`src/hw/rtl/assert_macros.svh`:
```
// ----------------------------------------------------------------------------
// Assertion macros
// Clocked concurrent assertion helpers, compiled out for synthesis.
// ----------------------------------------------------------------------------
`ifndef ASSERT_MACROS_SVH
`define ASSERT_MACROS_SVH

`ifndef SYNTHESIS
// expression must hold at every clock edge outside reset
`define ASSERT_ALWAYS(label, clk, rst_n, expr, msg) \
  label: assert property (@(posedge clk) disable iff (!rst_n) (expr)) else $error(msg);
// antecedent implies consequent in the same cycle
`define ASSERT_IMPL(label, clk, rst_n, ante, cons, msg) \
  label: assert property (@(posedge clk) disable iff (!rst_n) (ante) |-> (cons)) else $error(msg);
// antecedent implies consequent in the next cycle
`define ASSERT_NEXT(label, clk, rst_n, ante, cons, msg) \
  label: assert property (@(posedge clk) disable iff (!rst_n) (ante) |=> (cons)) else $error(msg);
`else
`define ASSERT_ALWAYS(label, clk, rst_n, expr, msg)
`define ASSERT_IMPL(label, clk, rst_n, ante, cons, msg)
`define ASSERT_NEXT(label, clk, rst_n, ante, cons, msg)
`endif

`endif

```
`src/hw/rtl/slv_pkg.sv`:
```
// ----------------------------------------------------------------------------
// slv_pkg
// Types, constants and functions of the software load verifier.
// ----------------------------------------------------------------------------
`default_nettype none

package slv_pkg;

  localparam int unsigned CRC_W     = 32;
  localparam int unsigned DATA_W    = 8;
  localparam int unsigned CMD_W     = 2;
  localparam int unsigned VERDICT_W = 2;
  localparam int unsigned CNT_W     = 4;

  localparam logic [CNT_W-1:0] PN_LEN     = 4'd14;
  localparam logic [CNT_W-1:0] CNT_MAX    = 4'd15;
  localparam logic [CNT_W-1:0] POS_P      = 4'd0;
  localparam logic [CNT_W-1:0] POS_N      = 4'd1;
  localparam logic [CNT_W-1:0] POS_DASH_A = 4'd2;
  localparam logic [CNT_W-1:0] POS_DASH_B = 4'd10;

  localparam logic [CRC_W-1:0] CRC_INIT = 32'hFFFF_FFFF;
  localparam logic [CRC_W-1:0] CRC_POLY = 32'hEDB8_8320;

  localparam logic [DATA_W-1:0] CH_P    = 8'h50;
  localparam logic [DATA_W-1:0] CH_N    = 8'h4E;
  localparam logic [DATA_W-1:0] CH_DASH = 8'h2D;
  localparam logic [DATA_W-1:0] CH_0    = 8'h30;
  localparam logic [DATA_W-1:0] CH_9    = 8'h39;

  typedef enum logic [CMD_W-1:0] {
    CMD_CHAR   = 2'd0,
    CMD_IMAGE  = 2'd1,
    CMD_FINISH = 2'd2
  } cmd_e;

  typedef enum logic [VERDICT_W-1:0] {
    VERDICT_OK      = 2'd0,
    VERDICT_BAD_PN  = 2'd1,
    VERDICT_EMPTY   = 2'd2,
    VERDICT_CRC_BAD = 2'd3
  } verdict_e;

  // request held in the input register
  typedef struct packed {
    logic              valid;
    logic [CMD_W-1:0]  command;
    logic [DATA_W-1:0] data;
  } item_t;

  typedef struct packed {
    verdict_e         verdict;
    logic [CRC_W-1:0] crc;
  } result_t;

  // reflected CRC-32, one byte
  function automatic logic [CRC_W-1:0] crc_byte(input logic [CRC_W-1:0] rem,
                                                input logic [DATA_W-1:0] b);
    logic [CRC_W-1:0] r;
    r = rem ^ {{(CRC_W-DATA_W){1'b0}}, b};
    for (int i = 0; i < DATA_W; i++) begin
      r = r[0] ? ((r >> 1) ^ CRC_POLY) : (r >> 1);
    end
    return r;
  endfunction

  // does character ch fit position pos of PN-ddddddd-ddd
  function automatic logic char_fits(input logic [CNT_W-1:0] pos,
                                     input logic [DATA_W-1:0] ch);
    logic is_dig;
    logic fits;
    is_dig = (ch >= CH_0) && (ch <= CH_9);
    case (pos) inside
      POS_P:                  fits = (ch == CH_P);
      POS_N:                  fits = (ch == CH_N);
      POS_DASH_A, POS_DASH_B: fits = (ch == CH_DASH);
      default:                fits = (pos < PN_LEN) ? is_dig : 1'b1;
    endcase
    return fits;
  endfunction

endpackage

`default_nettype wire

```
`src/hw/rtl/software_load_verifier_top.sv`:
```
// A finish request passes the input register and then the result register.
// Throughput: one request per cycle while the input is not stalled; the bytewise
// CRC update is combinational XOR logic between input register and load state.
// A finish stalls the input only while the result register is full and stalled.
// Reset (rst_ni low, asynchronous): both stages empty, CRC all ones, count zero,
// format ok, no image seen, expected CRC zero.
// ----------------------------------------------------------------------------
// software_load_verifier_top
// Part-number format check and CRC-32 image check with a finish report.
// ----------------------------------------------------------------------------
`default_nettype none

`include "assert_macros.svh"

module software_load_verifier_top
  import slv_pkg::*;
(
  input  wire logic                 clk_i,
  input  wire logic                 rst_ni,
  input  wire logic                 cfg_we_i,
  input  wire logic [CRC_W-1:0]     cfg_wdata_i,
  input  wire logic                 in_valid_i,
  output logic                      in_stall_o,
  input  wire logic [CMD_W-1:0]     in_command_i,
  input  wire logic [DATA_W-1:0]    in_data_byte_i,
  output logic                      out_valid_o,
  input  wire logic                 out_stall_i,
  output logic [VERDICT_W-1:0]      out_verdict_o,
  output logic [CRC_W-1:0]          out_computed_crc_o
);

  item_t   item;
  logic    advance;
  logic    out_blocked;
  logic    res_valid;
  result_t res;

  slv_in_stage u_in_stage (
    .clk_i          (clk_i),
    .rst_ni         (rst_ni),
    .in_valid_i     (in_valid_i),
    .in_command_i   (in_command_i),
    .in_data_byte_i (in_data_byte_i),
    .advance_i      (advance),
    .in_stall_o     (in_stall_o),
    .item_o         (item)
  );

  slv_track u_track (
    .clk_i         (clk_i),
    .rst_ni        (rst_ni),
    .cfg_we_i      (cfg_we_i),
    .cfg_wdata_i   (cfg_wdata_i),
    .item_i        (item),
    .out_blocked_i (out_blocked),
    .advance_o     (advance),
    .res_valid_o   (res_valid),
    .res_o         (res)
  );

  slv_out_stage u_out_stage (
    .clk_i              (clk_i),
    .rst_ni             (rst_ni),
    .res_valid_i        (res_valid),
    .res_i              (res),
    .out_stall_i        (out_stall_i),
    .out_blocked_o      (out_blocked),
    .out_valid_o        (out_valid_o),
    .out_verdict_o      (out_verdict_o),
    .out_computed_crc_o (out_computed_crc_o)
  );

  // input stalls only behind a finish waiting for a full result register
  `ASSERT_IMPL(a_stall_cause, clk_i, rst_ni, in_stall_o, item.valid && (item.command == CMD_FINISH) && out_valid_o && out_stall_i, "input stall without a blocked finish")
  // a finish that leaves the input register shows up as a result
  `ASSERT_NEXT(a_finish_result, clk_i, rst_ni, res_valid, out_valid_o, "finish produced no result")
  // empty image always reports a zero CRC
  `ASSERT_IMPL(a_empty_crc, clk_i, rst_ni, out_valid_o && (out_verdict_o == VERDICT_EMPTY), out_computed_crc_o == '0, "empty image with nonzero CRC")

endmodule

`default_nettype wire

```
`src/hw/rtl/slv_in_stage.sv`:
```
// ----------------------------------------------------------------------------
// slv_in_stage
// Input register; holds one request until the tracker consumes it.
// ----------------------------------------------------------------------------
`default_nettype none

module slv_in_stage
  import slv_pkg::*;
(
  input  wire logic              clk_i,
  input  wire logic              rst_ni,
  input  wire logic              in_valid_i,
  input  wire logic [CMD_W-1:0]  in_command_i,
  input  wire logic [DATA_W-1:0] in_data_byte_i,
  input  wire logic              advance_i,
  output logic                   in_stall_o,
  output item_t                  item_o
);

  logic              valid_q, valid_d;
  logic [CMD_W-1:0]  cmd_q;
  logic [DATA_W-1:0] data_q;
  logic              load;

  assign in_stall_o = valid_q & ~advance_i;
  assign load       = in_valid_i & ~in_stall_o;

  always_comb begin
    valid_d = valid_q;
    if (load) begin
      valid_d = 1'b1;
    end else if (advance_i) begin
      valid_d = 1'b0;
    end
  end

  always_ff @(posedge clk_i or negedge rst_ni) begin
    if (!rst_ni) begin
      valid_q <= 1'b0;
    end else begin
      valid_q <= valid_d;
    end
  end

  always_ff @(posedge clk_i) begin
    if (load) begin
      cmd_q  <= in_command_i;
      data_q <= in_data_byte_i;
    end
  end

  assign item_o = '{valid: valid_q, command: cmd_q, data: data_q};

endmodule

`default_nettype wire

```
`src/hw/rtl/slv_track.sv`:
```
// ----------------------------------------------------------------------------
// slv_track
// Load state: CRC remainder, part-number checks, expected CRC, verdict.
// ----------------------------------------------------------------------------
`default_nettype none

module slv_track
  import slv_pkg::*;
(
  input  wire logic              clk_i,
  input  wire logic              rst_ni,
  input  wire logic              cfg_we_i,
  input  wire logic [CRC_W-1:0]  cfg_wdata_i,
  input  wire item_t             item_i,
  input  wire logic              out_blocked_i,
  output logic                   advance_o,
  output logic                   res_valid_o,
  output result_t                res_o
);

  logic [CRC_W-1:0] crc_q, crc_d;
  logic [CNT_W-1:0] cnt_q, cnt_d;
  logic             fmt_ok_q, fmt_ok_d;
  logic             seen_q, seen_d;
  logic [CRC_W-1:0] exp_q;
  logic             is_finish;
  logic             fire;
  logic [CRC_W-1:0] crc_final;
  verdict_e         verdict;

  assign is_finish = (item_i.command == CMD_FINISH);
  // only a finish needs room in the result register
  assign advance_o = ~(item_i.valid & is_finish & out_blocked_i);
  assign fire      = item_i.valid & advance_o;

  assign crc_final = crc_q ^ CRC_INIT;

  always_comb begin
    if (!fmt_ok_q || (cnt_q != PN_LEN)) begin
      verdict = VERDICT_BAD_PN;
    end else if (!seen_q) begin
      verdict = VERDICT_EMPTY;
    end else if (crc_final != exp_q) begin
      verdict = VERDICT_CRC_BAD;
    end else begin
      verdict = VERDICT_OK;
    end
  end

  always_comb begin
    crc_d    = crc_q;
    cnt_d    = cnt_q;
    fmt_ok_d = fmt_ok_q;
    seen_d   = seen_q;
    if (fire) begin
      case (item_i.command)
        CMD_CHAR: begin
          if (!char_fits(cnt_q, item_i.data)) begin
            fmt_ok_d = 1'b0;
          end
          if (cnt_q != CNT_MAX) begin
            cnt_d = cnt_q + 1'b1;
          end
        end
        CMD_IMAGE: begin
          crc_d  = crc_byte(crc_q, item_i.data);
          seen_d = 1'b1;
        end
        CMD_FINISH: begin
          crc_d    = CRC_INIT;
          cnt_d    = '0;
          fmt_ok_d = 1'b1;
          seen_d   = 1'b0;
        end
        default: ;  // unused command: no effect
      endcase
    end
  end

  always_ff @(posedge clk_i or negedge rst_ni) begin
    if (!rst_ni) begin
      crc_q    <= CRC_INIT;
      cnt_q    <= '0;
      fmt_ok_q <= 1'b1;
      seen_q   <= 1'b0;
      exp_q    <= '0;
    end else begin
      crc_q    <= crc_d;
      cnt_q    <= cnt_d;
      fmt_ok_q <= fmt_ok_d;
      seen_q   <= seen_d;
      if (cfg_we_i) begin
        exp_q <= cfg_wdata_i;
      end
    end
  end

  assign res_valid_o = fire & is_finish;
  assign res_o       = '{verdict: verdict, crc: crc_final};

endmodule

`default_nettype wire

```
`src/hw/rtl/slv_out_stage.sv`:
```
// ----------------------------------------------------------------------------
// slv_out_stage
// Result register on the output channel.
// ----------------------------------------------------------------------------
`default_nettype none

module slv_out_stage
  import slv_pkg::*;
(
  input  wire logic                 clk_i,
  input  wire logic                 rst_ni,
  input  wire logic                 res_valid_i,
  input  wire result_t              res_i,
  input  wire logic                 out_stall_i,
  output logic                      out_blocked_o,
  output logic                      out_valid_o,
  output logic [VERDICT_W-1:0]      out_verdict_o,
  output logic [CRC_W-1:0]          out_computed_crc_o
);

  logic    valid_q, valid_d;
  result_t res_q;

  // full and not taken this cycle
  assign out_blocked_o = valid_q & out_stall_i;

  always_comb begin
    valid_d = valid_q;
    if (res_valid_i) begin
      valid_d = 1'b1;
    end else if (!out_stall_i) begin
      valid_d = 1'b0;
    end
  end

  always_ff @(posedge clk_i or negedge rst_ni) begin
    if (!rst_ni) begin
      valid_q <= 1'b0;
    end else begin
      valid_q <= valid_d;
    end
  end

  always_ff @(posedge clk_i) begin
    if (res_valid_i) begin
      res_q <= res_i;
    end
  end

  assign out_valid_o        = valid_q;
  assign out_verdict_o      = res_q.verdict;
  assign out_computed_crc_o = res_q.crc;

endmodule

`default_nettype wire
```
`config.mk`:
```
export PLATFORM = sky130hd
export DESIGN_NAME = software_load_verifier_top
export DESIGN_NICKNAME = d
export VERILOG_FILES = /design/src/hw/rtl/slv_pkg.sv /design/src/hw/rtl/software_load_verifier_top.sv /design/src/hw/rtl/slv_in_stage.sv /design/src/hw/rtl/slv_track.sv /design/src/hw/rtl/slv_out_stage.sv
export VERILOG_INCLUDE_DIRS = /design/src /design/src/hw/rtl
export SDC_FILE = /design/constraint.sdc
export NUM_CORES = 1
export LEC_CHECK = 0
export ABC_AREA = 1
export BUFFER_PORTS_ARGS = -buffer_cell sky130_fd_sc_hd__buf_2
export CORE_ASPECT_RATIO = 0.7
export CORE_MARGIN = 2
export CORE_UTILIZATION = 58
export CTS_CLUSTER_DIAMETER = 120
export DETAILED_ROUTE_END_ITERATION = 8
export PLACE_DENSITY = 0.9
export SETUP_SLACK_MARGIN = 0.5
export SYNTH_ARGS = -nofsm -noshare
export SYNTH_HDL_FRONTEND = slang
export SYNTH_HIERARCHICAL = 1
export SYNTH_SLANG_ARGS = --single-unit
```
`constraint.sdc`:
```
create_clock -name clk_i -period 2.5 [get_ports clk_i]
set_input_delay 0.375 -clock clk_i [delete_from_list [all_inputs] [get_ports clk_i]]
set_output_delay 0.375 -clock clk_i [all_outputs]
set_load 0.03 [all_outputs]
```
* Word level (Yosys, flattened, before mapping)
Cells that the tools add are included.
** Word-level totals
- Flip-flop bits (word level) :: 116
- Bits in latches :: 0
- Bits in writable memories :: 0
- Bits in read-only memories :: 0
- Bits of input ports :: 47
- Output and inout port bits :: 36
- Logic and storage cells :: 86
- Memories :: 0
** Operators by class
- Add/subtract/negate cells :: 1
- Multipliers :: 0
- Div/mod/pow operators :: 0
- $lt $le $gt $ge :: 3
- Equal/unequal tests :: 15
- Shift operators :: 0
- Multiplexer cells :: 26
- Bitwise gates (word level) :: 19
- Reductions and logical operators :: 11
** Operators by type and width (count)
- $mux W32 :: 8
- $not A13 Y14 :: 8
- $pmux W32 S2 :: 1
- $ne A32 B32 Y1 :: 1
- $not A32 Y32 :: 1
- $xor A32 B8 Y32 :: 1
- $eq A8 B7 Y1 const B :: 2
- $mux W1 :: 11
- $eq A8 B6 Y1 const B :: 1
- $ge A8 B6 Y1 const B :: 1
- $le A8 B6 Y1 const B :: 1
- $ne A4 B4 Y1 const B :: 2
- $pmux W4 S2 :: 1
- $and A1 B1 Y1 :: 7
- $ne A2 B1 Y1 const B :: 3
- $reduce_and A3 Y1 :: 2
- $add A4 B1 Y4 const B :: 1
- $eq A4 B1 Y1 const B :: 1
- $eq A4 B2 Y1 const B :: 1
- $eq A4 B4 Y1 const B :: 1
- $logic_not A4 Y1 :: 1
- $lt A4 B4 Y1 const B :: 1
- $mux W2 :: 2
- $mux W4 :: 1
- 12 further kinds :: 15

* Depth between registers and ports, before layout
- Word-level depth :: 18
- Mapped depth :: 14

* Hierarchy
Netlist, hierarchy kept.
** By module, submodules not included
- slv_track :: instances 1, cells an instance 646, area each 4718.3 µm², seq. area each 1793.0 µm²
- slv_out_stage :: instances 1, cells an instance 39, area each 1061.0 µm², seq. area each 1046.0 µm²
- slv_in_stage :: instances 1, cells an instance 18, area each 365.4 µm², seq. area each 325.3 µm²

* Least setup slack after synthesis
No wires, ideal clock.
- Path type :: reg-to-reg
- From :: reg u_out_stage.valid_q, in the netlist u_out_stage/out_valid_o
- To :: reg u_track.cnt_q[3]
- Arrival time :: 1.851 ns
- Required time :: 2.380 ns
- Path slack :: 0.529 ns
- Cell stages (with the launch flop) :: 8
- Cells stage by stage :: dfrtp_1 nand2_1 inv_1 nand3_2 nand3_1 inv_1 a22o_1 a21oi_1
** On the way
- Word-level cells in the longest chain between the ends :: 5
** RTL lines
- from (decl) :: line slv_out_stage.sv:21 : logic valid_q, valid_d;
- from (signal assigned) :: line slv_out_stage.sv:40 : valid_q <= valid_d;
- $and A1 B1 Y1 :: line slv_out_stage.sv:25 : assign out_blocked_o = valid_q & out_stall_i;
- net out_blocked :: line software_load_verifier_top.sv:34 : logic out_blocked;
- $and A1 B1 Y1 :: line slv_track.sv:33 : assign advance_o = ~(item_i.valid & is_finish & out_blocked_i);
- $not A1 Y1 :: line slv_track.sv:33
- net advance :: line software_load_verifier_top.sv:33 : logic advance;
- $and A1 B1 Y1 :: line slv_track.sv:34 : assign fire = item_i.valid & advance_o;
- $reduce_and A3 Y1 (no source line)
- to (signal assigned) :: line slv_track.sv:89 : cnt_q <= cnt_d;
- to (decl) :: line slv_track.sv:22 : logic [CNT_W-1:0] cnt_q, cnt_d;
The timed path passes the listed nets, and every way through them passes these cells.
A chain may end at the register's enable or synchronous reset.

* Final worst setup path
- From :: reg u_in_stage.cmd_q[1]
- To :: reg u_track.crc_q[20]
** On the way
- Word-level cells in the longest chain between the ends :: 6
- Elaborated cells on any way between the ends :: 9
- Classes of those cells :: eq/ne (2); mux (1); bitwise (4); reduce/logical (2)
** RTL lines
- from (decl) :: line slv_in_stage.sv:21 : logic [CMD_W-1:0] cmd_q;
- from (signal assigned) :: line slv_in_stage.sv:47 : cmd_q <= in_command_i;
- $eq A2 B2 Y1 :: line slv_track.sv:31 : assign is_finish = (item_i.command == CMD_FINISH);
- net u_track.is_finish :: line slv_track.sv:26 : logic is_finish;
- $and A1 B1 Y1 (2 in series) :: line slv_track.sv:33
- $not A1 Y1 :: line slv_track.sv:33
- net advance :: line software_load_verifier_top.sv:33
- $and A1 B1 Y1 :: line slv_track.sv:34
- $reduce_and A2 Y1 (no source line)
- to (signal assigned) :: line slv_track.sv:88 : crc_q <= crc_d;
- to (decl) :: line slv_track.sv:21 : logic [CRC_W-1:0] crc_q, crc_d;
The timed path passes the listed nets, and every way through them passes these cells.

==> impl_metrics.yaml <==
setup_path:
  cp_slowest_stage_delay_ps: 400
  path_delay_family: "buffers and inverters"
  end_kind: "flip-flop"
  crit_fanout: 20
  crit_required_ps: 2840
  worstSetupPathType: "flip-flop to flip-flop"
  arrival_ps: 2260
  cp.buffers_inverters: 4
  slowest_stage: "edfxtp_1"
  startpoint_type: "flip-flop"
  path_cells: "ha_2, nand3_2, nand2_1, nor2_1, buf_6, clkinvlp_4, buf_4, nand2_1, inv_1, nor2_1"
placed_design:
  port_buffers: 82
  dp_hpwl_mm: 10.57
  place_area_mm2: 0.006715
  globalplace.congestion: 0.9452
timing:
  max_slew_margin_pct: 50.18
  setup_viol: 0
  clock.fmax_mhz: 521.1
  rsz0062_at_grt: "no"
  final_hold_viol_count: 0
  worst_pin_slew_ps: 747.3
  min_period_ps: 1919
  timing.hold.ws_ps: 20.99
  skew_ps: 8.525
  drv_slew: 0
  fin_crit_sh_pct: 76.76
  setup_tns_ps: 0
clock_tree:
  clkLatencyLatePin_ps: 420
  cts_max_path_buffers: 2
  clkTransAtPathRegs_ps: 50
  cts.sinks: 116
  cts_root_buffer: "clkbuf_16"
  cts_tree: "yes"
  htreeDepth: 4
  cts_made_buffers: 17
global_route:
  use_met2_pct: 41.44
  grt_max_degree: 44
  grt-ovfl-total: 0
  track_usage_pct: 27.76
  grt_first_pass_wirelength_mm: 24.18
  busiest_layer: "met2"
  grtUsageMet1_pct: 39.98
  grt_use_met3_pct: 5.417
  antenna_found_initial: 0
  grt_pass1_vias: 4928
layout:
  ff_latch_area_mm2: 0.003164
  nets: 853
  multiInputGateArea_mm2: 0.002452
  layout_common_cells: "nand2_1, inv_1, buf_2, edfxtp_1, dfrtp_1"
  n_antenna_cell: 0
  final_common_cell: "nand2_1"
  layout-drive-gt1-share_pct: 26.32
  area_growth_pct: 19.30
  num-fill-cells: 768
  final_cell_area_mm2: 0.007331
routing:
  drt_drc_violations_left: 0
  route.vias.total: 5109
  finalWirelength_mm: 15.35
  drtPass1Iterations: 6
  ant_nets: 0
  via_per_inst: 5.406
  wire_per_inst_um: 16.24
  initialDrtViolationCount: 579
logic_synthesis:
  yosys_warnings: 6
  syn-num-nets: 756
  synthDistinctLibCells: 39
  netlist_area_mm2: 0.006145
  async_flop_share_pct: 62.07
  postSynthAreaPerCell_um2: 8.741
  synth-seq-cells: 116
  synthFlopType: "edfxtp_1"
  ys_seq_area_share_pct: 51.50
  synth_edf_count: 44
  syn_inst: 703
power:
  peakVddDrop_v: 0.0006801
  internal_power_uw: 5295
  p_seq_share_pct: 33.8
  swShare_pct: 39.63
  leakage_uw: 0.003652
  power.switching_uw: 3477
  pwr-share-comb_pct: 40.1
  p_clk_share_pct: 26.1
  power_uw: 8772
  powerDensity_mw_per_mm2: 1197
floorplan:
  initial_utilization_pct: 59.56
  core_mm2: 0.01032
  dieArea_mm2: 0.01145
  die_h_um: 90.12
  num_io_pins: 83
  die_w_um: 127.0
  rows: 31
outcome:
  status: "complete, no violations"
flow_run:
  maxCapViolCount: 0
hold_path:
  hold_class: "input port to asynchronous set/reset pin"
[layout make-up]
cell class	count	share of cell area, %
Clock buffer	27	6.998
Clock inverter	5	0.6656
Inverter	122	6.349
Multi-Input combinational cell	450	33.45
Sequential cell	116	43.16
Tap cell	132	2.253
Timing Repair Buffer	91	6.912
Timing Repair inverter	2	0.2048
[metal layers]
metal | share of wire (%) | wire length [um] | vias to the layer above
met5 | 0 | 0 | -
met4 | 1.7 | 266 | 0
met3 | 9.3 | 1423 | 31
met2 | 45 | 6908 | 266
met1 | 44 | 6748 | 2402
li1 | - | - | 2410
[synthesized netlist by cell type (7+ instances only)]
cell / n / area (um2)
nand2_4: 10 / 112.6
nor2_1: 26 / 97.59
inv_2: 13 / 48.80
inv_1: 109 / 409.1
clkbuf_1: 7 / 26.28
xor2_1: 29 / 254.0
o21ai_0: 34 / 170.2
edfxtp_1: 44 / 1321
mux2_2: 8 / 90.09
nand2_2: 16 / 100.1
nand4_1: 14 / 87.58
xnor2_1: 12 / 105.1
nand2_1: 218 / 818.3
dfstp_2: 33 / 867.1
nand3_1: 24 / 120.1
dfrtp_1: 39 / 975.9
o22ai_1: 16 / 100.1
a21oi_1: 8 / 40.04
[registers in the layout, summed over array words and instances (netlist names)]
signal,cells
u_track/fmt_ok_q,1
u_track/cnt_q,4
u_out_stage/out_computed_crc_o,32
u_in_stage/cmd_q,2
u_out_stage/out_verdict_o,2
u_track/crc_q,32
u_track/seen_q,1
u_out_stage/out_valid_o,1
u_in_stage/data_q,8
u_track/exp_q,32
u_in_stage/valid_q,1
[path summary, 6_finish.rpt]
kind                                             endpoint  slack [ps]                          start  cells after the start
min in group clk_i         u_in_stage/data_q[3]$_DFFE_PP_         130              in_data_byte_i[3]                      1
hold / removal             u_in_stage/valid_q$_DFFE_PN0P_          20                         rst_ni                      1
setup reg to reg            u_track/crc_q[20]$_DFFE_PN1P_         580  u_in_stage/cmd_q[1]$_DFFE_PP_                     10
setup / recovery            u_track/crc_q[20]$_DFFE_PN1P_         580  u_in_stage/cmd_q[1]$_DFFE_PP_                     10
hold reg to reg              u_track/fmt_ok_q$_DFFE_PN1P_         470   u_track/fmt_ok_q$_DFFE_PN1P_                      2
max in group asynchronous   u_track/crc_q[16]$_DFFE_PN1P_        1720                         rst_ni                      2
[per-stage QoR]
| stage | instances | utilization, % | setup slack (ps) |
|---|---|---|---|
| floorplan | 703 | - | 528.7 |
| global placement | 908 | 65.09 | 576.1 |
| detailed placement | 908 | 65.09 | 480.2 |
| CTS | 940 | 70.57 | 566.4 |
| global route | 945 | 71.05 | 499.0 |
| finish | 945 | 71.05 | 581.0 |
[kinds of logic (layout without fill, tap and decap cells)]
kind of cell,after synthesis,in the layout,share of synthesized area [%]
XOR/XNOR,47,47,7.799
flip-flops,116,116,51.50
AO/OA/AOI/OAI,69,69,6.353
buffers and inverters,137,247,8.675
adder cells (fa/ha/maj),6,6,1.222
multiplexers,8,8,1.466
AND/OR/NAND/NOR,320,320,22.99
[power by group through the flow]
stage	clock [uW]	sequential, uW	combinational, uW
3_5_place_dp	0	2970	3360
6_report	2290	2960	3520
5_1_grt	2420	3000	3870
4_1_cts	2320	2950	3420
2_1_floorplan	0	2940	2550
3_3_place_gp	0	2960	3280
[repair_timing]
item | in CTS | in global routing
buffers inserted | 0 | 3
pin swaps | 0 | 0
hold buffers | 0 | 0
resized for setup | 1 | 6
setup endpoints to repair | 2 | 23
cloned | 0 | 2
Power figures use the tool's default switching activity.
